### src/sv/trq_pkg.sv
// ----------------------------------------------------------------------------
// trq_pkg: thread ready-queue scheduler package
// shared widths, request and status codes, cell command and free id search
// ----------------------------------------------------------------------------
package trq_pkg;

    localparam int MAX_THREADS = 16;
    localparam int ID_W        = 4;
    localparam int CNT_W       = 5;
    localparam int KIND_W      = 2;
    localparam int STAT_W      = 2;
    localparam int IN_TDATA_W  = 8;
    localparam int OUT_TDATA_W = 16;

    typedef logic [ID_W-1:0]        t_id;
    typedef logic [CNT_W-1:0]       t_cnt;
    typedef logic [MAX_THREADS-1:0] t_live;

    typedef enum logic [KIND_W-1:0] {
        K_SPAWN = 2'd0,
        K_YIELD = 2'd1,
        K_EXIT  = 2'd2,
        K_SCHED = 2'd3
    } t_kind;

    typedef enum logic [STAT_W-1:0] {
        ST_OK         = 2'd0,
        ST_BAD_TARGET = 2'd1,
        ST_NO_FREE    = 2'd2,
        ST_HALTED     = 2'd3
    } t_status;

    typedef struct packed {
        logic upd;
        logic rm_en;
        t_id  rm_id;
        logic ap_en;
        t_id  ap_id;
    } t_cell_cmd;

    typedef struct packed {
        logic found;
        t_id  id;
    } t_pick;

    // first id not live after the last spawned one, cyclically
    function automatic t_pick next_free(t_live live, t_id last);
        t_pick p;
        t_id   idx;
        p.found = 1'b0;
        p.id    = '0;
        for (int j = 0; j < MAX_THREADS; j++) begin
            idx = last + ID_W'(j + 1);
            if (!p.found && !live[idx]) begin
                p.found = 1'b1;
                p.id    = idx;
            end
        end
        return p;
    endfunction

endpackage

### src/sv/trq_cell.sv
// ----------------------------------------------------------------------------
// trq_cell: one slot of the ready list
// holds one id and its valid bit, closes gaps on removal and takes an append
// ----------------------------------------------------------------------------
module trq_cell (
    input  logic               i_clk,
    input  logic               i_rst_n,
    input  logic               i_init_vld,
    input  trq_pkg::t_cell_cmd i_cmd,
    input  logic               i_seen,
    input  logic               i_prev_pv,
    input  trq_pkg::t_id       i_nxt_id,
    input  logic               i_nxt_vld,
    output logic               o_seen,
    output logic               o_pv,
    output trq_pkg::t_id       o_id,
    output logic               o_vld,
    output trq_pkg::t_id       o_n_id
);
    import trq_pkg::*;

    t_id  r_id;
    logic r_vld;
    t_id  n_id;
    logic n_vld;
    t_id  w_rem_id;
    logic w_rem_vld;
    logic w_take;

    always_comb begin
        o_seen    = i_seen | (r_vld & i_cmd.rm_en & (r_id == i_cmd.rm_id));
        w_rem_id  = o_seen ? i_nxt_id  : r_id;
        w_rem_vld = o_seen ? i_nxt_vld : r_vld;
        w_take    = i_cmd.ap_en & ~w_rem_vld & i_prev_pv;
        n_id      = w_take ? i_cmd.ap_id : w_rem_id;
        n_vld     = w_take | w_rem_vld;
    end

    always_ff @(posedge i_clk) begin
        if (!i_rst_n) begin
            r_id  <= '0;
            r_vld <= i_init_vld;
        end else if (i_cmd.upd) begin
            r_id  <= n_id;
            r_vld <= n_vld;
        end
    end

    assign o_pv   = w_rem_vld;
    assign o_id   = r_id;
    assign o_vld  = r_vld;
    assign o_n_id = n_id;

endmodule

### src/sv/trq_chain.sv
// ----------------------------------------------------------------------------
// trq_chain: row of ready list cells
// head at cell 0, each cell takes its right neighbour's slot on removal
// ----------------------------------------------------------------------------
module trq_chain (
    input  logic               i_clk,
    input  logic               i_rst_n,
    input  trq_pkg::t_cell_cmd i_cmd,
    output trq_pkg::t_id       o_head_next
);
    import trq_pkg::*;

    logic w_seen [0:MAX_THREADS];
    logic w_pv   [0:MAX_THREADS];
    t_id  w_id   [0:MAX_THREADS];
    logic w_vld  [0:MAX_THREADS];
    t_id  w_n_id [0:MAX_THREADS-1];

    assign w_seen[0]          = 1'b0;
    assign w_pv[0]            = 1'b1;
    assign w_id[MAX_THREADS]  = '0;
    assign w_vld[MAX_THREADS] = 1'b0;

    for (genvar g = 0; g < MAX_THREADS; g++) begin : g_cell
        trq_cell u_cell (
            .i_clk      (i_clk),
            .i_rst_n    (i_rst_n),
            .i_init_vld (g == 0),
            .i_cmd      (i_cmd),
            .i_seen     (w_seen[g]),
            .i_prev_pv  (w_pv[g]),
            .i_nxt_id   (w_id[g+1]),
            .i_nxt_vld  (w_vld[g+1]),
            .o_seen     (w_seen[g+1]),
            .o_pv       (w_pv[g+1]),
            .o_id       (w_id[g]),
            .o_vld      (w_vld[g]),
            .o_n_id     (w_n_id[g])
        );
    end

    assign o_head_next = w_n_id[0];

endmodule

### src/sv/thread_ready_queue_scheduler.sv
// ----------------------------------------------------------------------------
// thread_ready_queue_scheduler: round-robin fifo scheduler for 16 thread ids
// spawn, yield, exit and schedule requests over a cell-chain ready list
// ----------------------------------------------------------------------------
// Each request is taken in while in S_IDLE; in S_EXEC the ready list cells
// match, close the gap and append in a single pass and the result is loaded
// into the output register. A new request is taken as soon as that
// result is registered, even while it still waits on m_axis_tready; the
// update cycle stalls only while an earlier result is still held. The
// request kind travels on s_axis_tuser, the yield target on s_axis_tdata.
// Once the list empties the block answers every request as halted until
// reset.
module thread_ready_queue_scheduler (
    input  logic                              i_clk,
    input  logic                              i_rst_n,
    input  logic                              s_axis_tvalid,
    output logic                              s_axis_tready,
    // [3:0] target
    input  logic [trq_pkg::IN_TDATA_W-1:0]    s_axis_tdata,
    // [1:0] kind
    input  logic [trq_pkg::KIND_W-1:0]        s_axis_tuser,
    output logic                              m_axis_tvalid,
    input  logic                              m_axis_tready,
    // [1:0] status, [5:2] thread_id, [9:6] running_now, [14:10] ready_count
    output logic [trq_pkg::OUT_TDATA_W-1:0]   m_axis_tdata
);
    import trq_pkg::*;

    typedef enum logic [1:0] {
        S_IDLE = 2'b01,
        S_EXEC = 2'b10
    } t_state;

    t_state    r_state, n_state;
    t_kind     r_kind;
    t_id       r_target;
    t_live     r_live, n_live;
    t_id       r_run, n_run;
    t_id       r_last, n_last;
    t_cnt      r_len, n_len;
    logic      r_halt, n_halt;
    logic      r_out_vld;
    logic [OUT_TDATA_W-1:0] r_out_data, n_out_data;

    t_cell_cmd w_cmd;
    t_id       w_head_next;
    t_pick     w_pick;
    logic      w_go;
    t_status   w_status;
    t_id       w_tid;
    t_id       w_run_out;

    trq_chain u_chain (
        .i_clk       (i_clk),
        .i_rst_n     (i_rst_n),
        .i_cmd       (w_cmd),
        .o_head_next (w_head_next)
    );

    assign s_axis_tready = (r_state == S_IDLE);
    assign w_go   = (r_state == S_EXEC) && (!r_out_vld || m_axis_tready);
    assign w_pick = next_free(r_live, r_last);

    always_comb begin
        w_cmd    = '0;
        n_live   = r_live;
        n_run    = r_run;
        n_last   = r_last;
        n_len    = r_len;
        n_halt   = r_halt;
        w_status = ST_OK;
        w_tid    = '0;
        if (r_halt) begin
            w_status = ST_HALTED;
        end else begin
            case (r_kind)
                K_SPAWN: begin
                    if (!w_pick.found) begin
                        w_status = ST_NO_FREE;
                    end else begin
                        n_live[w_pick.id] = 1'b1;
                        n_last      = w_pick.id;
                        n_len       = r_len + 1'b1;
                        w_cmd.ap_en = 1'b1;
                        w_cmd.ap_id = w_pick.id;
                        w_tid       = w_pick.id;
                    end
                end
                K_YIELD: begin
                    if (!r_live[r_target]) begin
                        w_status = ST_BAD_TARGET;
                    end else begin
                        w_tid = r_run;
                        if (r_target != r_run) begin
                            w_cmd.rm_en = 1'b1;
                            w_cmd.rm_id = r_run;
                            w_cmd.ap_en = 1'b1;
                            w_cmd.ap_id = r_run;
                            n_run       = r_target;
                        end
                    end
                end
                K_EXIT: begin
                    w_tid          = r_run;
                    n_live[r_run]  = 1'b0;
                    w_cmd.rm_en    = 1'b1;
                    w_cmd.rm_id    = r_run;
                    n_len          = r_len - 1'b1;
                    if (n_len == '0) begin
                        n_halt   = 1'b1;
                        n_run    = '0;
                        w_status = ST_HALTED;
                    end else begin
                        n_run = w_head_next;
                    end
                end
                K_SCHED: begin
                    w_tid       = r_run;
                    w_cmd.rm_en = 1'b1;
                    w_cmd.rm_id = r_run;
                    w_cmd.ap_en = 1'b1;
                    w_cmd.ap_id = r_run;
                    n_run       = w_head_next;
                end
                default: begin
                    w_status = ST_OK;
                end
            endcase
        end
        w_cmd.upd  = w_go;
        w_run_out  = n_halt ? '0 : n_run;
        n_out_data = {1'b0, (n_halt ? t_cnt'(0) : n_len), w_run_out, w_tid, w_status};
    end

    always_comb begin
        n_state = r_state;
        case (r_state)
            S_IDLE: begin
                if (s_axis_tvalid) begin
                    n_state = S_EXEC;
                end
            end
            S_EXEC: begin
                if (w_go) begin
                    n_state = S_IDLE;
                end
            end
            default: begin
                n_state = S_IDLE;
            end
        endcase
    end

    always_ff @(posedge i_clk) begin
        if (!i_rst_n) begin
            r_state   <= S_IDLE;
            r_live    <= t_live'(1);
            r_run     <= '0;
            r_last    <= '0;
            r_len     <= t_cnt'(1);
            r_halt    <= 1'b0;
            r_out_vld <= 1'b0;
        end else begin
            r_state <= n_state;
            if (w_go) begin
                r_live    <= n_live;
                r_run     <= n_run;
                r_last    <= n_last;
                r_len     <= n_len;
                r_halt    <= n_halt;
                r_out_vld <= 1'b1;
            end else if (m_axis_tready) begin
                r_out_vld <= 1'b0;
            end
        end
    end

    always_ff @(posedge i_clk) begin
        if (s_axis_tvalid && s_axis_tready) begin
            r_kind   <= t_kind'(s_axis_tuser);
            r_target <= s_axis_tdata[ID_W-1:0];
        end
        if (w_go) begin
            r_out_data <= n_out_data;
        end
    end

    assign m_axis_tvalid = r_out_vld;
    assign m_axis_tdata  = r_out_data;

endmodule
### config.mk
export PLATFORM = sky130hd
export DESIGN_NAME = thread_ready_queue_scheduler
export DESIGN_NICKNAME = d
export VERILOG_FILES = /design/src/sv/trq_pkg.sv /design/src/sv/trq_cell.sv /design/src/sv/trq_chain.sv /design/src/sv/thread_ready_queue_scheduler.sv
export SDC_FILE = /design/constraint.sdc
export NUM_CORES = 1
export LEC_CHECK = 0
export ABC_AREA = 1
export BUFFER_PORTS_ARGS = -buffer_cell sky130_fd_sc_hd__buf_2
export CORE_MARGIN = 2
export CORE_UTILIZATION = 32
export DETAILED_ROUTE_END_ITERATION = 8
export PLACE_DENSITY_LB_ADDON = 0.15
export SYNTH_ARGS = -nofsm -noshare
export SYNTH_HDL_FRONTEND = slang
export SYNTH_HIERARCHICAL = 1
export SYNTH_SLANG_ARGS = --single-unit
### constraint.sdc
create_clock -name i_clk -period 10.4 [get_ports i_clk]
set_input_delay 1.04 -clock i_clk [delete_from_list [all_inputs] [get_ports i_clk]]
set_output_delay 1.04 -clock i_clk [all_outputs]
set_load 0.1 [all_outputs]
### Yosys cells after proc, flatten, opt, wreduce, memory -nomap -nowiden

Cells that the tools add are included.

| storage, ports and cells | value |
|---|---|
| output and inout bits | 18 |
| register bits after elaboration | 134 |
| logic and storage cells | 442 |
| input bits | 14 |

| cells by class | value |
|---|---|
| $lt $le $gt $ge | 21 |
| reductions and logical operators | 89 |
| equal/unequal tests | 25 |
| muxes and demuxes | 133 |
| add/sub/neg operators | 17 |
| bitwise logic cells | 114 |

Operators with widths:

| operator | number |
|---|---|
| $mux W4 | 38 |
| $lt A4 B5 Y1 const B | 19 |
| $mux W5 | 19 |
| $bmux W1 S4 | 17 |
| $eq A4 B4 Y1 | 16 |
| $and A1 B1 Y1 | 63 |
| $mux W1 | 41 |
| $reduce_bool A2 Y1 | 17 |
| $add A4 B4 Y4 const B | 8 |
| $pmux W16 S2 | 1 |
| $reduce_and A2 Y1 | 16 |
| $logic_not A1 Y1 | 31 |
| $or A1 B1 Y1 | 31 |
| $mux W10 | 3 |
| $pmux W4 S3 | 2 |
| $pmux W5 S2 | 2 |
| $logic_and A1 B1 Y1 | 19 |
| $not A1 Y1 | 17 |
| $add A4 B3 Y4 const B | 4 |
| $and A16 B16 Y16 | 1 |
| $mux W16 | 1 |
| $not A16 Y16 | 1 |
| $or A16 B16 Y16 | 1 |
| $pmux W5 S3 | 1 |
| 18 further kinds | 30 |

### Depth between registers and ports, before layout

| logic depth | value |
|---|---|
| depth in word-level cells | 75 |
| depth in mapped cells | 57 |
| gate-level depth less buffers | 56 |

### Hierarchy

Netlist, hierarchy kept.

Modules (own cells, without submodules):

| module | cells an instance | area each (sq um) | sequential area each (sq um) | instances |
|---|---|---|---|---|
| trq_cell | 83 | 481.7 | 110.1 | 16 |
| thread_ready_queue_scheduler | 778 | 4,973.5 | 1,291.2 | 1 |
| trq_chain | 2 | 7.5 | 0.0 | 1 |

### Least setup slack after synthesis

No wires, ideal clock.

| timing | value |
|---|---|
| kind | flip-flop to flip-flop |
| start | register r_target[0] |
| end | register u_chain.g_cell[15].u_cell.r_id[0] |
| setup time | 114 ps |
| period minus slack after synthesis | 7,732 ps |
| path buffers | 1 |
| slack | 2,668 ps |
| cell stages (with the launch flop) | 55 |
| arrival | 7,617 ps |
| data required time | 10,286 ps |
| path through | edfxtp_1 -> clkbuf_1 -> clkinv_1 -> a21oi_1 -> o21ai_0 -> nand3_1 -> nand3_1 -> nand2_1 -> inv_1 -> nor2_1 -> inv_1 -> o21ai_0 -> inv_1 -> nor2_1 -> inv_1 -> nor2_1 -> nand2_1 -> nand2_1 -> [... 19 more ...] -> inv_1 -> nand2_4 -> inv_1 -> nand2_4 -> inv_1 -> nand2_4 -> inv_1 -> nand2_4 -> inv_1 -> nand2_4 -> inv_1 -> nand3_2 -> nand2_1 -> nand2_1 -> inv_1 -> nand4_1 -> nand3_1 -> nand2_1 |

RTL lines:

| item | line | source |
|---|---|---|
| from (decl) | thread_ready_queue_scheduler.sv:36 | `t_id r_target;` |
| from (signal assigned) | thread_ready_queue_scheduler.sv:181 | `r_target <= s_axis_tdata[ID_W-1:0];` |
| to (signal assigned) | trq_cell.sv:44 | `r_id <= n_id;` |
| to (decl) | trq_cell.sv:22 | `t_id r_id;` |

==> results by group <==
Place
  – DP HPWL: 26500 um
  – RD Place Congestion: 0.860
  – Port Buf Inserts: 26

Logic synthesis
  – Yosys warns: 6
  – Mapped Cells: just over 2000
  – Synthesized area: 0.0123 mm^2
  – Synth Area per Inst: ~6 um^2

Power
  – PwrDens: 107 mW/mm^2
  – Comb power frac: 0.198
  – Cell leakage power: 6.66 nW
  – Part of the power in registers: 0.386
  – Overall power: 1.47 mW
  – Max VDD drop: 0.000124 V
  – Sw Pwr: 0.486 mW
  – Clock power share: 0.415
  – Pint: just under 1 mW
  – Sw Ratio: 0.331

Clocking
  – CTS tree: done
  – Reg clk slew, reported paths: 70 ps
  – CTS root buf: clkbuf_16
  – Clk sinks: approximately 130
  – Setup Buffers After CTS: 0
  – H-tree depth: 4
  – Clk Latency, worst-skew pair: 450 ps
  – Hold-fix buffer count after cts: 0
  – Inserted Clock Buffers: 17
  – PostCTS Resize Cnt: 0
  – Max Root-Sink Buffers: 2

Global routing
  – Initial antenna violation count: 0
  – Grt ovf: 0
  – First-pass GRT wire length: 61300 um
  – Vias in the first global route: 11700
  – Largest net degree at the start of global routing: 97
  – Gr usage total: 0.189

Setup path
  – Slowest stage cell, crit path: edfxtp_1
  – Delay of the slowest critical-path stage: 500 ps
  – R2R cell count: between 50 and 60
  – Max FO, Critical Path: 32
  – Flop2flop setup slack: 2550 ps
  – Startpoint Class: flip-flop
  – End of the worst register-to-register path: u_chain/g_cell[15].u_cell/o_id[0]
  – Most used cell, CP: inv_1
  – CP Capture Type: flip-flop
  – CP Data Required Time: between 10000 and 15000 ps
  – Kind of critical path: reg2reg
  – RR Startpoint: r_target[0]
  – Arr. time, crit path: 8200 ps

Hold path
  – Hold Startpoint: u_chain/g_cell[0].u_cell/o_id[3]
  – Hold depth: 2
  – Hold EP: u_chain/g_cell[0].u_cell/o_id[3]
  – Min-Delay Path Class: reg2reg

STA
  – Post-route minimum period: 7850 ps
  – Hold Vio Cnt, Final: 0
  – Fin Setup TNS: 0 ps
  – Highest clock rate: 127 MHz
  – RSZ-0062 raised after global routing: no
  – Worst slew pin tran: 971 ps
  – Worst Clk Skew: 18.8 ps
  – Rel. slew slack: 0.352
  – Final period utilization: 0.755
  – Final setup vio count: 0
  – Final Max Tran Viols: 0

Routing
  – Drt pass-1 iters: 5
  – Mean number of vias per cell: 4.82
  – Via count: 12600
  – Post-DRT Antenna Nets: 0
  – Iter 0 DRT Violations: 796
  – # DRC: 0
  – Routed length per instance: approximately 14 um
  – Routed wire length: ~38000 um

Finish
  – Fillers: around 4200
  – Area grow syn2layout: 11.0%
  – Most common cell after layout, fill and taps aside: nand2_1
  – Most frequent cells in the layout: nand2_1, inv_1, nand3_1
  – Fin util: 0.362
  – Layout cell share with drive strength beyond 1: 0.117
  – Ant diodes: 0
  – Fin nets: 2111

Die
  – Chip height: ~200 um
  – Die footprint: roughly 0.04 mm^2
  – Num rows: 71
  – Starting density of the core: 0.326
  – Total core area: 0.0378 mm^2
  – IO Pins: 32
  – Die X: 200 um

Status
  – Status: complete, no violations

Run
  – Max-cap violations: 0
-- metrics by stage --
step	worst slack (ps)	instances	instance area (um^2)	hold WS, ps
3_5_place_dp	2470	2578	13100	494
5_1_grt	1540	2610	13700	541
2_1_floorplan	2690	2069	12400	460
4_1_cts	2470	2610	13700	504
3_3_place_gp	2580	2578	13100	487
6_report	2550	2610	13700	498
-- area by class of cell --
class                   count  area (um^2)  area share
flip-flops and latches    134         3050       0.223
well taps                 511          639      0.0468
clock inverters            13          123     0.00897
multi-input cells        1489         7640       0.559
clock buffers              19          454      0.0332
inverters                 405         1530       0.112
repair buffers             39          230      0.0168
-- flip-flops by register name, indices dropped and copies added, names as in the netlist --
signal / count
m_axis_tdata: 15
r_target: 4
r_run: 4
r_kind: 2
u_chain/g_cell.u_cell/o_vld: 16
r_len: 5
r_last: 4
r_state: 2
r_halt: 1
m_axis_tvalid: 1
u_chain/g_cell.u_cell/o_id: 64
r_live: 16
-- per-layer routing --
metal | wire, um | vias to the layer above | global-route usage
li1 | - | 6575 | -
met2 | 17100 | 240 | 0.309
met3 | 1420 | 38 | 0.0262
met4 | 641 | 0 | 0.0501
met1 | 18600 | 5735 | 0.260
met5 | 0 | - | 0
-- worst max path at each step --
stage	to	start	slack, ps
final	u_chain/g_cell[15].u_cell/o_id[0]	r_target[0]	2550
after floorplan	u_chain/g_cell[15].u_cell/o_id[0]	r_target[0]	2690
after detailed placement	u_chain/g_cell[15].u_cell/o_id[0]	r_target[0]	2470
after CTS	u_chain/g_cell[15].u_cell/o_id[3]	r_target[0]	2470
after global routing	u_chain/g_cell[15].u_cell/o_id[3]	r_target[0]	1540
after global placement	u_chain/g_cell[15].u_cell/o_id[3]	r_target[0]	2580
-- power by group through the flow --
stage	logic [mW]	registers (mW)	clock network [mW]
floorplan	0.223	0.579	0
global placement	0.288	0.579	0
detailed placement	0.291	0.579	0
CTS	0.292	0.567	0.627
global route	0.330	0.569	0.647
finish	0.291	0.567	0.610
-- critical path: cells and delay by family, from the launching register on --
kind                   cells  cell delay, ps
buffers and inverters     22            3530
AOI/OAI and AO/OA          3             550
and+or+nand+nor           30            3140
DFF                        1             500
No activity file was read; power rests on OpenSTA's default activity.
